### config.mk
export PLATFORM = sky130hd
export DESIGN_NAME = self_organizing_list_transpose_top
export DESIGN_NICKNAME = d
export VERILOG_FILES = /design/src/rtl/solt_pkg.sv /design/src/rtl/solt_ram.sv /design/src/rtl/solt_ctrl.sv /design/src/rtl/solt_oreg.sv /design/src/rtl/self_organizing_list_transpose_top.sv
export VERILOG_INCLUDE_DIRS = /design/src /design/src/rtl
export SDC_FILE = /design/constraint.sdc
export NUM_CORES = 1
export LEC_CHECK = 0
export BUFFER_PORTS_ARGS = -buffer_cell sky130_fd_sc_hd__clkbuf_2
export CAP_MARGIN = 20
export CORE_MARGIN = 4
export CORE_UTILIZATION = 60
export DETAILED_ROUTE_END_ITERATION = 6
export PLACE_DENSITY = 0.82
export SYNTH_ARGS = -nofsm -noshare
export SYNTH_HDL_FRONTEND = slang
export SYNTH_SLANG_ARGS = --single-unit
### constraint.sdc
create_clock -name clk -period 9 [get_ports clk]
set_input_delay 1.8 -clock clk [delete_from_list [all_inputs] [get_ports clk]]
set_output_delay 1.8 -clock clk [all_outputs]
set_load 0.02 [all_outputs]
### src/rtl/self_organizing_list_transpose_top_assert.svh
// ----------------------------------------------------------------------------
// self_organizing_list_transpose_top_assert.svh
// assertion macros for the self-organizing list block
// ----------------------------------------------------------------------------
`ifndef SELF_ORGANIZING_LIST_TRANSPOSE_TOP_ASSERT_SVH
`define SELF_ORGANIZING_LIST_TRANSPOSE_TOP_ASSERT_SVH

`ifndef SYNTHESIS

// condition holds at every edge out of reset
`define SOLT_ASSERT_ALWAYS(lbl, cond) \
  lbl: assert property (@(posedge clk) disable iff (rst) (cond)) \
    else $error("assertion failed");

// same-cycle implication
`define SOLT_ASSERT_IMPL(lbl, ante, cons) \
  lbl: assert property (@(posedge clk) disable iff (rst) (ante) |-> (cons)) \
    else $error("assertion failed");

// next-cycle implication
`define SOLT_ASSERT_NEXT(lbl, ante, cons) \
  lbl: assert property (@(posedge clk) disable iff (rst) (ante) |=> (cons)) \
    else $error("assertion failed");

`else

`define SOLT_ASSERT_ALWAYS(lbl, cond)
`define SOLT_ASSERT_IMPL(lbl, ante, cons)
`define SOLT_ASSERT_NEXT(lbl, ante, cons)

`endif

`endif

### src/rtl/solt_pkg.sv
`timescale 1ns / 1ps
// ----------------------------------------------------------------------------
// solt_pkg
// shared types and codes of the self-organizing list block
// ----------------------------------------------------------------------------
package solt_pkg;

  typedef enum logic [1:0] {
    OP_APPEND = 2'd0,
    OP_SEARCH = 2'd1,
    OP_READ   = 2'd2
  } op_t;

  typedef enum logic [1:0] {
    STAT_DONE   = 2'd0,
    STAT_FOUND  = 2'd1,
    STAT_MISS   = 2'd2,
    STAT_REJECT = 2'd3
  } status_t;

  typedef enum logic [3:0] {
    ST_IDLE = 4'b0001,
    ST_SCAN = 4'b0010,
    ST_SWAP = 4'b0100,
    ST_READ = 4'b1000
  } state_t;

  // finished result handed from the controller to the output register
  typedef struct packed {
    logic               load;
    status_t            status;
    logic signed [31:0] read_value;
    logic [4:0]         list_length;
  } res_t;

endpackage

### src/rtl/solt_ram.sv
`timescale 1ns / 1ps
// ----------------------------------------------------------------------------
// solt_ram
// generic single-write, single-read ram with registered read data
// ----------------------------------------------------------------------------
module solt_ram #(
  parameter int WIDTH = 32,
  parameter int DEPTH = 16
) (
  input  logic                     clk,
  input  logic                     we,
  input  logic [$clog2(DEPTH)-1:0] waddr,
  input  logic [WIDTH-1:0]         wdata,
  input  logic                     re,
  input  logic [$clog2(DEPTH)-1:0] raddr,
  output logic [WIDTH-1:0]         rdata
);

  logic [WIDTH-1:0] mem [DEPTH];

  always_ff @(posedge clk) begin
    if (we) begin
      mem[waddr] <= wdata;
    end
    if (re) begin
      rdata <= mem[raddr];
    end
  end

endmodule

### src/rtl/solt_ctrl.sv
`timescale 1ns / 1ps
// ----------------------------------------------------------------------------
// solt_ctrl
// sequencer that scans, swaps and reads the entry ram, and keeps the length
// ----------------------------------------------------------------------------
module solt_ctrl #(
  parameter int LIST_DEPTH = 16
) (
  input  logic                              clk,
  input  logic                              rst,
  input  logic                              req_valid,
  output logic                              req_stall,
  input  logic [1:0]                        operation,
  input  logic signed [31:0]                value,
  input  logic [3:0]                        position,
  input  logic                              out_free,
  output solt_pkg::res_t                    res,
  output logic [$clog2(LIST_DEPTH+1)-1:0]   length
);

  import solt_pkg::*;

  localparam int AW = $clog2(LIST_DEPTH);
  localparam int LW = $clog2(LIST_DEPTH + 1);

  state_t          state, state_next;
  logic [AW-1:0]   idx, idx_next;
  logic [31:0]     prev, prev_next;
  logic [31:0]     key, key_next;
  logic [LW-1:0]   length_next;
  logic [31:0]     len_wide;

  logic            ram_we, ram_re;
  logic [AW-1:0]   ram_waddr, ram_raddr;
  logic [31:0]     ram_wdata, ram_rdata;

  logic            accept, hit, last;

  solt_ram #(
    .WIDTH (32),
    .DEPTH (LIST_DEPTH)
  ) u_entries (
    .clk   (clk),
    .we    (ram_we),
    .waddr (ram_waddr),
    .wdata (ram_wdata),
    .re    (ram_re),
    .raddr (ram_raddr),
    .rdata (ram_rdata)
  );

  assign req_stall = (state != ST_IDLE) || !out_free;
  assign accept    = req_valid && !req_stall;
  assign hit       = (ram_rdata == key);
  assign last      = ((LW'(idx) + LW'(1)) == length);

  always_comb begin
    state_next  = state;
    idx_next    = idx;
    prev_next   = prev;
    key_next    = key;
    length_next = length;
    ram_we      = 1'b0;
    ram_waddr   = idx;
    ram_wdata   = key;
    ram_re      = 1'b0;
    ram_raddr   = idx;
    res.load       = 1'b0;
    res.status     = STAT_DONE;
    res.read_value = '0;

    case (state)
      ST_IDLE: begin
        if (accept) begin
          case (operation)
            OP_APPEND: begin
              res.load = 1'b1;
              if (length == LW'(LIST_DEPTH)) begin
                res.status = STAT_REJECT;
              end else begin
                ram_we      = 1'b1;
                ram_waddr   = AW'(length);
                ram_wdata   = value;
                length_next = length + LW'(1);
              end
            end
            OP_SEARCH: begin
              if (length == '0) begin
                res.load   = 1'b1;
                res.status = STAT_MISS;
              end else begin
                ram_re     = 1'b1;
                ram_raddr  = '0;
                idx_next   = '0;
                key_next   = value;
                state_next = ST_SCAN;
              end
            end
            OP_READ: begin
              if (32'(position) < 32'(length)) begin
                ram_re     = 1'b1;
                ram_raddr  = AW'(position);
                state_next = ST_READ;
              end else begin
                res.load   = 1'b1;
                res.status = STAT_REJECT;
              end
            end
            default: begin
              res.load   = 1'b1;
              res.status = STAT_REJECT;
            end
          endcase
        end
      end
      ST_SCAN: begin
        // ram_rdata holds entry idx; prev holds entry idx-1
        if (hit) begin
          if (idx == '0) begin
            if (out_free) begin
              res.load   = 1'b1;
              res.status = STAT_FOUND;
              state_next = ST_IDLE;
            end
          end else begin
            ram_we     = 1'b1;
            ram_waddr  = idx - AW'(1);
            ram_wdata  = key;
            state_next = ST_SWAP;
          end
        end else if (last) begin
          if (out_free) begin
            res.load   = 1'b1;
            res.status = STAT_MISS;
            state_next = ST_IDLE;
          end
        end else begin
          ram_re    = 1'b1;
          ram_raddr = idx + AW'(1);
          idx_next  = idx + AW'(1);
          prev_next = ram_rdata;
        end
      end
      ST_SWAP: begin
        // second half of the transpose, rewriting is harmless while held
        ram_we    = 1'b1;
        ram_waddr = idx;
        ram_wdata = prev;
        if (out_free) begin
          res.load   = 1'b1;
          res.status = STAT_FOUND;
          state_next = ST_IDLE;
        end
      end
      ST_READ: begin
        if (out_free) begin
          res.load       = 1'b1;
          res.status     = STAT_DONE;
          res.read_value = $signed(ram_rdata);
          state_next     = ST_IDLE;
        end
      end
      default: begin
        state_next = ST_IDLE;
      end
    endcase

    len_wide        = 32'(length_next);
    res.list_length = len_wide[4:0];
  end

  always_ff @(posedge clk) begin
    if (rst) begin
      state  <= ST_IDLE;
      length <= '0;
    end else begin
      state  <= state_next;
      length <= length_next;
    end
  end

  always_ff @(posedge clk) begin
    idx  <= idx_next;
    prev <= prev_next;
    key  <= key_next;
  end

endmodule

### src/rtl/solt_oreg.sv
`timescale 1ns / 1ps
// ----------------------------------------------------------------------------
// solt_oreg
// output register holding one finished result until its transaction completes
// ----------------------------------------------------------------------------
module solt_oreg (
  input  logic               clk,
  input  logic               rst,
  input  solt_pkg::res_t     res,
  output logic               out_free,
  output logic               rsp_valid,
  input  logic               rsp_stall,
  output logic [1:0]         status,
  output logic signed [31:0] read_value,
  output logic [4:0]         list_length
);

  import solt_pkg::*;

  res_t held;

  assign out_free    = !rsp_valid || !rsp_stall;
  assign status      = held.status;
  assign read_value  = held.read_value;
  assign list_length = held.list_length;

  always_ff @(posedge clk) begin
    if (rst) begin
      rsp_valid <= 1'b0;
    end else if (res.load) begin
      rsp_valid <= 1'b1;
    end else if (!rsp_stall) begin
      rsp_valid <= 1'b0;
    end
  end

  always_ff @(posedge clk) begin
    if (res.load) begin
      held <= res;
    end
  end

endmodule

### src/rtl/self_organizing_list_transpose_top.sv
`timescale 1ns / 1ps
// ----------------------------------------------------------------------------
// self_organizing_list_transpose_top
// array-based self-organizing list with the transpose heuristic
// ----------------------------------------------------------------------------
// The block works on one transaction at a time and gives exactly one result
// per transaction. An append, a rejected read and an unknown operation
// produce their result in the accept cycle. A read waits for the registered
// read data of the entry ram; a search scans the stored entries from the front
// to a match or the last entry and swaps a match away from the front forward.
// The search time is set by the single read port of the entry ram, which the
// scan walks one entry per cycle. A finished result waits in the output
// register, and no new transaction is taken while it is stalled there; it is
// taken in the cycle the waiting result leaves. The entry ram needs no
// clearing after reset, since only positions below the length are ever read.
module self_organizing_list_transpose_top #(
  parameter int LIST_DEPTH = 16
) (
  input  logic               clk,
  input  logic               rst,
  input  logic               req_valid,
  output logic               req_stall,
  input  logic [1:0]         operation,
  input  logic signed [31:0] value,
  input  logic [3:0]         position,
  output logic               rsp_valid,
  input  logic               rsp_stall,
  output logic [1:0]         status,
  output logic signed [31:0] read_value,
  output logic [4:0]         list_length
);

  import solt_pkg::*;

  `include "self_organizing_list_transpose_top_assert.svh"

  localparam int LW = $clog2(LIST_DEPTH + 1);

  res_t          res;
  logic          out_free;
  logic [LW-1:0] length;
  logic          append_room;

  solt_ctrl #(
    .LIST_DEPTH (LIST_DEPTH)
  ) u_ctrl (
    .clk       (clk),
    .rst       (rst),
    .req_valid (req_valid),
    .req_stall (req_stall),
    .operation (operation),
    .value     (value),
    .position  (position),
    .out_free  (out_free),
    .res       (res),
    .length    (length)
  );

  solt_oreg u_oreg (
    .clk         (clk),
    .rst         (rst),
    .res         (res),
    .out_free    (out_free),
    .rsp_valid   (rsp_valid),
    .rsp_stall   (rsp_stall),
    .status      (status),
    .read_value  (read_value),
    .list_length (list_length)
  );

  // accepted append with a free slot
  assign append_room = req_valid && !req_stall && (operation == OP_APPEND) &&
                       (length < LW'(LIST_DEPTH));

  `SOLT_ASSERT_ALWAYS(a_length_bound, length <= LW'(LIST_DEPTH))
  `SOLT_ASSERT_IMPL(a_no_overwrite, res.load, !(rsp_valid && rsp_stall))
  `SOLT_ASSERT_NEXT(a_append_grows, append_room, length == $past(length) + LW'(1))
  `SOLT_ASSERT_IMPL(a_zero_unless_read, rsp_valid && status != STAT_DONE, read_value == '0)

endmodule

# Yosys cells after proc, flatten, opt, wreduce, memory -nomap -nowiden
# Memory sizes are Yosys's and may differ from the RTL's. A register that Yosys moved wholly into a read port is not among the register bits.
# Cells that the tools add are included.
word_totals:
  register_bits: 117
  mem_bits_rw: 512
  input_bits: 42
  output_inout_bits: 41
  n_memories: 1
memory_table:
  columns: ["memory", "words", "word_bits", "read_ports", "rd_ports_with_merged_regs", "wr", "line", "source"]
  rows:
  - ["u_ctrl.u_entries.mem", 16, 32, 1, 1, 1, "solt_ram.sv:19", "logic [WIDTH-1:0] mem [DEPTH];"]
classes:
  add_sub_neg: 4
  magnitude_cmp: 1
  n_eq_ne: 17
  mux: 62
  bitwise: 3
  n_reduce_logical: 17
op_table:
  columns: ["operator", "count"]
  rows:
  - ["$mux 32", 3]
  - ["$mux 4", 19]
  - ["$pmux 32 s2", 1]
  - ["$pmux 4 s2", 5]
  - ["$mux 35", 1]
  - ["$eq 32x32->1", 1]
  - ["$mux 3", 8]
  - ["$mux 5", 4]
  - ["$mux 1", 14]
  - ["$pmux 3 s4", 1]
  - ["$pmux 4 s3", 1]
  - ["$pmux 3 s3", 1]
  - ["$ne 3x3->1 const B", 2]
  - ["$reduce_and 3->1", 2]
  - ["$add 4x1->5 const B", 1]
  - ["$add 5x1->5 const B", 1]
  - ["$eq 5x5->1", 1]
  - ["$eq 5x5->1 const B", 1]
  - ["$logic_not 5->1", 1]
  - ["$lt 4x5->1", 1]
  - ["$reduce_and 5->1", 1]
  - ["$add 4x1->4 const B", 1]
  - ["$eq 4x1->1 const B", 1]
  - ["$eq 4x2->1 const B", 1]
  - ["23 further kinds", 31]

# Logic depth before layout (Yosys ltp)
# Gate-level depths: netlist (run 1).
logic_depth:
  ltp_word: 10
  mapped_depth: 15
  ltp_nobuf: 11

# Hierarchy
# A second synthesis (run 1) with hierarchy kept.
hier_totals:
  cells_unflattened: 1325
  area_unflattened_um2: 25912.4
by_module_without_submodules:
  columns: ["mod", "n_inst", "cells_each", "area_each_um2", "seq_area_each_um2"]
  rows:
  - ["solt_ram", 1, 838, 20155.6, 16335.7]
  - ["solt_ctrl", 1, 444, 4553.1, 2222.1]
  - ["solt_oreg", 1, 43, 1203.7, 1191.1]

# Worst setup path before layout (run 1)
# Ideal clock, no wire load.
synth_timing:
  kind: "input port to flip-flop"
  start: "input port position[1]"
  end: "register u_ctrl.u_entries.rdata[0] (read register of u_ctrl.u_entries.mem), enable pin"
  setup_ns: 0.470
  t_arrival_ns: 5.369
  required_ns: 8.530
  path_slack_ns: 3.162
  cell_stages: 5
  path_cell_list: "ha_1 -> a2111oi_0 -> o21a_1 -> a21oi_1 -> o31ai_1"
synth_via:
  elab_chain_cells: 5
  word_cells_on_any_way: 9
  cone_classes: "order compare: 1; mux: 8"
synth_lines:
  columns: ["item", "line", "source"]
  rows:
  - ["from (decl)", "self_organizing_list_transpose_top.sv:25", "input logic [3:0] position,"]
  - ["$lt 4x5->1", "solt_ctrl.sv:100", "if (32'(position) < 32'(length)) begin"]
  - ["$mux 1", "solt_ctrl.sv:100", null]
  - ["$pmux 1 s2", "solt_ctrl.sv:75", "case (operation)"]
  - ["$mux 1", "solt_ctrl.sv:74", "if (accept) begin"]
  - ["$pmux 1 s2", "solt_ctrl.sv:72", "case (state)"]
  - ["via u_ctrl.ram_re", "solt_ctrl.sv:33", "logic ram_we, ram_re;"]
  - ["to (decl)", "solt_ram.sv:16", "output logic [WIDTH-1:0] rdata"]
# The timed path passes the listed nets, and every way through them passes these cells.
# A chain may end at the register's enable or synchronous reset.

# Worst setup path after layout (run 1)
layout_timing:
  start: "input port position[1]"
  end: "register u_ctrl.u_entries.rdata[12] (read register of u_ctrl.u_entries.mem), data pin"
layout_via:
  elab_chain_cells: 5
  word_cells_on_any_way: 9
  cone_classes: "order compare: 1; mux: 8"
layout_lines:
  columns: ["item", "line"]
  rows:
  - ["$lt 4x5->1", "solt_ctrl.sv:100"]
  - ["$mux 4 or $mux 1 (tied branches)", "solt_ctrl.sv:100"]
  - ["$pmux 4 s2 or $pmux 1 s2 (tied branches)", "solt_ctrl.sv:75"]
  - ["$mux 4 or $mux 1 (tied branches)", "solt_ctrl.sv:74"]
  - ["$pmux 4 s2 or $pmux 1 s2 (tied branches)", "solt_ctrl.sv:72"]
# Several ways; a longest one is shown, not always the timed one.

==> summary.json, run 1 <==
{
  "drtAntennaViolNets": {"value": 0},
  "actual_slew_at_the_worst_max_slew_pin": {"value": 1140, "unit": "ps"},
  "h-tree-depth": {"value": 2},
  "dp.final_hpwl": {"value": 37900, "unit": "um"},
  "critical_path.max_fanout": {"value": 79},
  "yosys_register_bits": {"value": 661},
  "numCtsBuffers": {"value": 60},
  "cts-hold-fix-buffers": {"value": 0},
  "kind_of_capture_point_of_the_worst_setup_path": {"value": "register"},
  "area_taken_by_multi_input_logic_gates": {"value": 0.00676, "unit": "mm2"},
  "post_synth_inst_count": {"value": 1780},
  "port_buffer_cells": {"value": 82},
  "cts.sinks": {"value": 661},
  "post_cts.resized_instances": {"value": 0},
  "cts_tree": {"value": "yes"},
  "clock-root-buffer": {"value": "clkbuf_16"},
  "mostFrequentLayoutCells": {"value": "edfxtp_1, nand2_1, mux2i_1, o21ai_0, a22oi_1"},
  "cellPowerDensity": {"value": 220, "unit": "mW/mm2"},
  "avgViaCountPerCell": {"value": 6.71},
  "fill_cells": {"value": 2836},
  "hold_depth": {"value": 0},
  "reg2reg_depth": {"value": 12},
  "synth.yosys.seq_area_share": {"value": 72.5, "unit": "%"},
  "final_layout_size_suffix_gt1_share": {"value": 14.0, "unit": "%"},
  "fin_worst_skew": {"value": 28.5, "unit": "ps"},
  "finalWirelength": {"value": 70500, "unit": "um"},
  "antenna_violations_before_repair": {"value": 0},
  "die_boundary_height": {"value": 221, "unit": "um"},
  "clk_pin_slew_worst_paths": {"value": 70, "unit": "ps"},
  "sequential_cell_area": {"value": 0.0197, "unit": "mm2"},
  "first_global_vias": {"value": 16796},
  "critical_path.startpoint_type": {"value": "input pin"},
  "die-width": {"value": 221, "unit": "um"},
  "pin_count_of_the_biggest_net_entering_global_routing": {"value": 93},
  "drv_slew": {"value": 0},
  "globalRoute.totalOverflow": {"value": 0},
  "syn-num-nets": {"value": 1833},
  "unrepaired_setup_endpoints_after_global_routing": {"value": "false"},
  "maxCapViolCount": {"value": 0},
  "fin_hold_ws": {"value": 491, "unit": "ps"},
  "required": {"value": 9380, "unit": "ps"},
  "synth_ff_type": {"value": "edfxtp_1"},
  "grtUsageTotal": {"value": 28.1, "unit": "%"},
  "postCtsSetupRepairBufs": {"value": 0},
  "worst_skew_pair.late_latency": {"value": 640, "unit": "ps"},
  "fmaxAchievable": {"value": 174, "unit": "MHz"},
  "firstDrtPassIters": {"value": 5},
  "layout_min_cycle_time": {"value": 5750, "unit": "ps"},
  "static-leakage-power": {"value": 0.0111, "unit": "uW"},
  "io_pins": {"value": 83},
  "gp_congestion": {"value": 0.887},
  "ir_worst_vdd": {"value": 0.000170, "unit": "V"},
  "ctsLongestPathBuffers": {"value": 3},
  "drt-wirelength-per-cell": {"value": 28.1, "unit": "um"},
  "nets": {"value": 1917},
  "finalSetupTns": {"value": 0, "unit": "ps"},
  "timing.final.hold_violations": {"value": 0},
  "max_slew_margin": {"value": 23.9, "unit": "%"},
  "design.die.area": {"value": 0.0489, "unit": "mm2"},
  "post_syn_area": {"value": 0.0272, "unit": "mm2"},
  "core_region_area": {"value": 0.0445, "unit": "mm2"},
  "avgSynthCellArea": {"value": 15.3, "unit": "um2"},
  "antenna_cells": {"value": 0},
  "std_cell_rows": {"value": 77},
  "synth_cell_type_count": {"value": 70},
  "status": {"value": "completed"},
  "setup_viol": {"value": 0},
  "grt_pass1_wl": {"value": 104000, "unit": "um"},
  "worst_hold_path_type": {"value": "register to register"},
  "ys_async_sr_fraction": {"value": 0, "unit": "%"},
  "min_period_over_period": {"value": 63.9, "unit": "%"},
  "floorplan.initialDensity": {"value": 61.2, "unit": "%"},
  "synth_edf_count": {"value": 651},
  "vias": {"value": 16802},
  "area_growth_syn_to_layout": {"value": 11.6, "unit": "%"},
  "worst-setup-path-type": {"value": "input pin to register"},
  "synth_warnings": {"value": 0},
  "cp.arrival": {"value": 6130, "unit": "ps"},
  "post-route-drc-count": {"value": 0},
  "mostFrequentLayoutCell": {"value": "edfxtp_1"},
  "number_of_drc_violations_after_detailed_routing_iteration_0": {"value": 2678}
}
## area by class of cell
cell class              instances  area share [%]
clock inverters                40            1.43
clock buffers                  71            5.15
well taps                     592            2.44
inverters                      89            1.10
multi-input cells             927            22.2
flip-flops and latches        661            65.0
repair buffers                125            2.68
## state kept, by name, summed over array words and instances, names as in the netlist
signal	flops
u_ctrl.u_entries.mem	512
u_ctrl.key	32
u_ctrl.prev	32
u_ctrl.u_entries.rdata	32
u_oreg.read_value	32
u_ctrl.length	5
u_oreg.list_length	5
u_ctrl.idx	4
u_ctrl.state	4
u_oreg.status	2
u_oreg.rsp_valid	1
## synthesized netlist by cell type (7+ instances only)
library cell / instances / share of area [%]
edfxtp_1: 651 / 72
nand2_1: 135 / 1.9
mux2i_1: 128 / 4.7
o21ai_0: 111 / 2.0
a22oi_1: 97 / 2.7
inv_1: 87 / 1.2
o211a_1: 77 / 2.8
a21oi_1: 63 / 1.2
clkbuf_1: 45 / 0.62
nor2_1: 38 / 0.52
and2_1: 35 / 0.80
xor2_1: 33 / 1.1
a221oi_1: 24 / 0.77
and4_1: 21 / 0.68
buf_2: 20 / 0.37
buf_6: 18 / 0.74
o21ai_1: 17 / 0.31
buf_4: 12 / 0.33
o311a_1: 12 / 0.44
ha_1: 11 / 0.51
dfxtp_1: 10 / 0.73
nand3_1: 10 / 0.18
nor3_1: 10 / 0.18
nor4_1: 9 / 0.21
buf_1: 8 / 0.11
nand2b_1: 7 / 0.16
nor3_2: 7 / 0.26
xnor2_1: 7 / 0.23
## path summary, 6_finish.rpt
check | from | to | slack (ps)
worst max-delay path | position[1] | u_ctrl.u_entries.rdata[12] | 3250
worst min-delay path | u_ctrl.u_entries.rdata[20] | u_ctrl.prev[20] | 490
worst max register to register | u_ctrl.u_entries.rdata[24] | u_ctrl.u_entries.rdata[12] | 3320
worst min register to register | u_ctrl.u_entries.rdata[20] | u_ctrl.prev[20] | 490
## worst max-delay path, stage by stage
cell       delay [ps]
clkbuf_2          100
ha_1              280
a2111oi_0         670
nor3b_2           190
nor2_2            300
a211oi_4           70
buf_4             350
nor2_4            210
buf_4             540
buf_4             790
mux2i_1           280
a22oi_1           140
and4_1            240
## through the flow
stage          std cells  power, uW  cell area, um2  utilization, %  worst slack, ps
4_1_cts             2501       6670           30300            68.1             3240
3_5_place_dp        2390       4100           28300            63.6             2590
5_1_grt             2505       6860           30400            68.3             3070
2_1_floorplan       1780       3920           27200               -             3160
6_report            2505       6670           30400            68.3             3250
3_3_place_gp        2389       4070           28300            63.5             2860
## per-layer routing
metal  track usage (%)  vias up  share of wire (%)
met1              36.8     8288                 36
li1                  -     7047                  -
met2              45.2     1254                 48
met3              5.83      213                 11
met5                 0        -                  0
met4              14.2        0                5.0
## where the power goes
part           total, uW  switching (uW)  internal, uW
Combinational        610             409           201
Sequential          3450            19.9          3430
Clock               2610            1120          1500
Total               6670            1540          5130
## logic make-up after synthesis
| logic type | Yosys count | synth area share, % |
|---|---|---|
| compound gates | 441 | 11.7 |
| xor+xnor | 40 | 1.29 |
| fa+ha+maj | 11 | 0.505 |
| buf+inv | 192 | 3.40 |
| flops | 661 | 72.5 |
| mux | 129 | 4.74 |
| simple gates | 306 | 5.88 |
(Power assumes the default switching activity.)
==> run 2: changes to the inputs <==
- ABC_AREA: not set -> 1
- CORE_UTILIZATION: 60 -> 56
- PLACE_DENSITY: 0.82 -> 0.81
- clock period: 9 -> 4.9 ns (I/O delays scaled with it)
==> run 2 against run 1 <==
Sequential cell count did not move. Critical endpoint is now u_ctrl.u_entries.rdata[18]. Power increased to 3.1 times the previous value. Core utilization is 4.7 points lower. Non-clock buffer count is 23 higher. Combinational power grew to 14 times the previous value. Global-route usage fell by 1.1 points. Critical path depth rose by 3. Highest routed layer is now met5. Cell area up 7.5%. First-iteration DRC count grew 8.5%. Worst setup slack got worse by 2400 ps. Die area up 14%. Critical path type is now register to register. Wire length grew 8.4%.
==> summary.json, run 2 <==
{
  "core_region_area": {"value": 0.0514, "unit": "mm2", "change": "+15%"},
  "ir_worst_vdd": {"value": 0.000883, "unit": "V", "change": "+420%"},
  "syn-num-nets": {"value": 2737, "change": "+49%"},
  "post-synth-top-area-cell": {"value": "edfxtp_1"},
  "first_global_vias": {"value": 20374, "change": "+21%"},
  "synth_common_cells": {"value": "nand2_1, edfxtp_1, nand3_1"},
  "dp.final_hpwl": {"value": 44600, "unit": "um", "change": "+18%"},
  "unrepaired_setup_endpoints_after_global_routing": {"value": "false"},
  "finalSetupTns": {"value": 0, "unit": "ps", "change": "unchanged"},
  "layout_min_cycle_time": {"value": 4020, "unit": "ps"},
  "postCtsSetupRepairBufs": {"value": 0, "change": "unchanged"},
  "avgSynthCellArea": {"value": 10.8, "unit": "um2", "change": "-29%"},
  "static-leakage-power": {"value": 0.0130, "unit": "uW", "change": "+17%"},
  "required": {"value": 5360, "unit": "ps", "change": "-4020 ps"},
  "reg2reg_depth": {"value": 16, "change": "+4"},
  "hold_depth": {"value": 0, "change": "unchanged"},
  "holdPathEnd": {"value": "u_ctrl.prev[8]"},
  "clk_pin_slew_worst_paths": {"value": 70, "unit": "ps", "change": "about the same"},
  "die_boundary_height": {"value": 236, "unit": "um", "change": "+6.7%"},
  "critical_path.startpoint_type": {"value": "register"},
  "reg2reg_to": {"value": "u_ctrl.u_entries.rdata[18]"},
  "post_cts.resized_instances": {"value": 0, "change": "unchanged"},
  "fmaxAchievable": {"value": 249, "unit": "MHz"},
  "post_syn_area": {"value": 0.0291, "unit": "mm2", "change": "+6.7%"},
  "final_layout_size_suffix_gt1_share": {"value": 10.1, "unit": "%", "change": "-3.9 points"},
  "gp_congestion": {"value": 0.952, "change": "+7.4%"},
  "cts-hold-fix-buffers": {"value": 0, "change": "unchanged"},
  "synth.yosys.seq_area_share": {"value": 67.9, "unit": "%", "change": "-4.6 points"},
  "setup_viol": {"value": 0, "change": "unchanged"},
  "cts_tree": {"value": "yes"},
  "synth_ff_type": {"value": "edfxtp_1"},
  "numCtsBuffers": {"value": 66, "change": "+10%"},
  "pin_count_of_the_biggest_net_entering_global_routing": {"value": 126, "change": "+35%"},
  "port_buffer_cells": {"value": 82, "change": "unchanged"},
  "yosysMostFrequentCell": {"value": "nand2_1"},
  "actual_slew_at_the_worst_max_slew_pin": {"value": 975, "unit": "ps", "change": "-166 ps"},
  "post_synth_inst_count": {"value": 2684, "change": "+51%"},
  "cp.arrival": {"value": 4480, "unit": "ps", "change": "-1650 ps"},
  "post-synth-top-area-fraction": {"value": 67.2, "unit": "%", "change": "-4.5 points"},
  "number_of_drc_violations_after_detailed_routing_iteration_0": {"value": 2905, "change": "+8.5%"},
  "drt-wirelength-per-cell": {"value": 21.9, "unit": "um", "change": "-22%"},
  "area_growth_syn_to_layout": {"value": 12.4, "unit": "%"},
  "mostFrequentLayoutCells": {"value": "nand2_1, edfxtp_1, nand3_1, inv_1, nand3b_1"},
  "maxCapViolCount": {"value": 0, "change": "unchanged"},
  "worst-setup-path-type": {"value": "register to register"},
  "cell_types_with_the_largest_area_share_after_synthesis": {"value": "edfxtp_1, nand3_1, nand2_1"},
  "min_period_over_period": {"value": 82.1, "unit": "%"},
  "die-width": {"value": 236, "unit": "um", "change": "+6.7%"},
  "floorplan.initialDensity": {"value": 56.6, "unit": "%", "change": "-4.6 points"},
  "kind_of_capture_point_of_the_worst_setup_path": {"value": "register"},
  "vias": {"value": 20771, "change": "+24%"},
  "timing.final.hold_violations": {"value": 0, "change": "unchanged"},
  "synth_edf_count": {"value": 651, "change": "unchanged"},
  "grtUsageTotal": {"value": 26.9, "unit": "%", "change": "-1.1 points"},
  "grt_pass1_wl": {"value": 117000, "unit": "um", "change": "+12%"},
  "drv_slew": {"value": 0, "change": "unchanged"},
  "post-route-drc-count": {"value": 0, "change": "unchanged"},
  "cellPowerDensity": {"value": 636, "unit": "mW/mm2", "change": "+190%"},
  "registers.top_by_ff_count": {"value": "u_ctrl.u_entries.mem"},
  "antenna_violations_before_repair": {"value": 2, "change": "+2"},
  "worst_hold_path_type": {"value": "register to register"},
  "flip_flop_count_of_the_largest_register_after_layout": {"value": 512, "change": "unchanged"},
  "finalWirelength": {"value": 76400, "unit": "um", "change": "+8.4%"},
  "ctsLongestPathBuffers": {"value": 3, "change": "unchanged"},
  "avgViaCountPerCell": {"value": 5.97, "change": "-11%"},
  "io_pins": {"value": 83, "change": "unchanged"},
  "clock-root-buffer": {"value": "clkbuf_16"},
  "regToRegSetupSlack": {"value": 880, "unit": "ps", "change": "-2440 ps"},
  "h-tree-depth": {"value": 3, "change": "+1"},
  "worst_skew_pair.late_latency": {"value": 610, "unit": "ps", "change": "-30 ps"},
  "max_slew_margin": {"value": 35.0, "unit": "%", "change": "+11 points"},
  "critical_path.max_fanout": {"value": 58, "change": "-27%"},
  "holdCritStartpoint": {"value": "u_ctrl.u_entries.rdata[8]"},
  "synth_warnings": {"value": 0, "change": "unchanged"},
  "fin_worst_skew": {"value": 37.3, "unit": "ps", "change": "+8.74 ps"},
  "crit-reg2reg-launch": {"value": "u_ctrl.idx[1]"},
  "yosys_register_bits": {"value": 661, "change": "unchanged"},
  "ys_async_sr_fraction": {"value": 0, "unit": "%", "change": "unchanged"},
  "power": {"value": 20800, "unit": "uW", "change": "+210%"},
  "drtAntennaViolNets": {"value": 0, "change": "unchanged"},
  "layout.core_utilization": {"value": 63.5, "unit": "%", "change": "-4.7 points"},
  "nets": {"value": 2805, "change": "+46%"},
  "cts.sinks": {"value": 661, "change": "unchanged"},
  "status": {"value": "completed"},
  "design.die.area": {"value": 0.0556, "unit": "mm2", "change": "+14%"},
  "firstDrtPassIters": {"value": 6, "change": "+1"},
  "globalRoute.totalOverflow": {"value": 0, "change": "unchanged"},
  "antenna_cells": {"value": 0, "change": "unchanged"},
  "std_cell_rows": {"value": 83, "change": "+7.8%"},
  "mostFrequentLayoutCell": {"value": "nand2_1"},
  "synth_cell_type_count": {"value": 40, "change": "-43%"}
}
[run 2: cell types whose count changed after synthesis, sizes merged, moves of 36 or more]
cell    change
and2       -36
a22oi      -96
mux2i     -128
a21oi      -49
nand2     +558
nand3b     +95
buf        +67
nand3     +562
inv       +232
o211a      -77
nor2       +45
o21ai     -116
[run 2: kinds of logic after synthesis]
group | synth area share, %
compound gates | 1.01
simple gates | 23.0
fa+ha+maj | 0.473
flops | 67.9
xor+xnor | 0.813
buf+inv | 6.79
[run 2: critical path, stage by stage, from the launching register on]
cell and delay, ps:
edfxtp_1 550, inv_1 230, ha_1 400, xnor2_1 190
nand3_1 80, nor2_1 200, nand2_1 220, nand2_1 110
nand2_1 50, nand2_1 50, nand3_1 140, nand2_4 380
buf_4 640, nand3_1 220, nand3_1 140, nand3_1 90
nand2_1 90
[run 2: worst max-delay path by stage]
stage                        from                           to  slack, ps  cells past startpoint
floorplan               rsp_stall   u_ctrl.u_entries.mem[0][0]        670                     14
global placement      position[2]    u_ctrl.u_entries.rdata[1]        850                     18
detailed placement      rsp_stall  u_ctrl.u_entries.mem[12][2]        790                     16
CTS                 u_ctrl.idx[1]   u_ctrl.u_entries.rdata[18]        960                     16
global route        u_ctrl.idx[1]   u_ctrl.u_entries.rdata[10]        640                     17
finish              u_ctrl.idx[1]   u_ctrl.u_entries.rdata[18]        880                     16
[run 2: area by class of cell]
cell class	instances	area, um2
fill	3655	18700
clock inverter	34	329
sequential	661	19700
inverter	321	1210
multi-input combinational	1554	7560
timing repair buffer	148	1130
tap	680	851
clock buffer	83	1840
[run 2: per-layer routing]
layer,part of all wire (%),global-route usage [%],up-vias
met5,0.017,0,-
met3,11,4.85,223
li1,-,-,9250
met4,3.9,12.2,2
met1,37,36.5,9868
met2,48,43.1,1428
[run 2: stage by stage]
stage | setup slack, ps | instance area, um2 | instances | hold slack [ps]
2_1_floorplan | 673 | 29100 | 2684 | 450
3_3_place_gp | 848 | 30500 | 3364 | 468
3_5_place_dp | 786 | 30500 | 3364 | 483
4_1_cts | 963 | 32700 | 3481 | 493
5_1_grt | 644 | 32700 | 3481 | 518
6_report | 877 | 32700 | 3481 | 496
[run 2: where the power goes]
| group | switching, uW | total [uW] | leakage (uW) | internal (uW) |
|---|---|---|---|---|
| clock | 2110 | 5100 | 0.00105 | 2980 |
| sequential | 159 | 7010 | 0.00597 | 6850 |
| combinational | 6180 | 8650 | 0.00596 | 2470 |
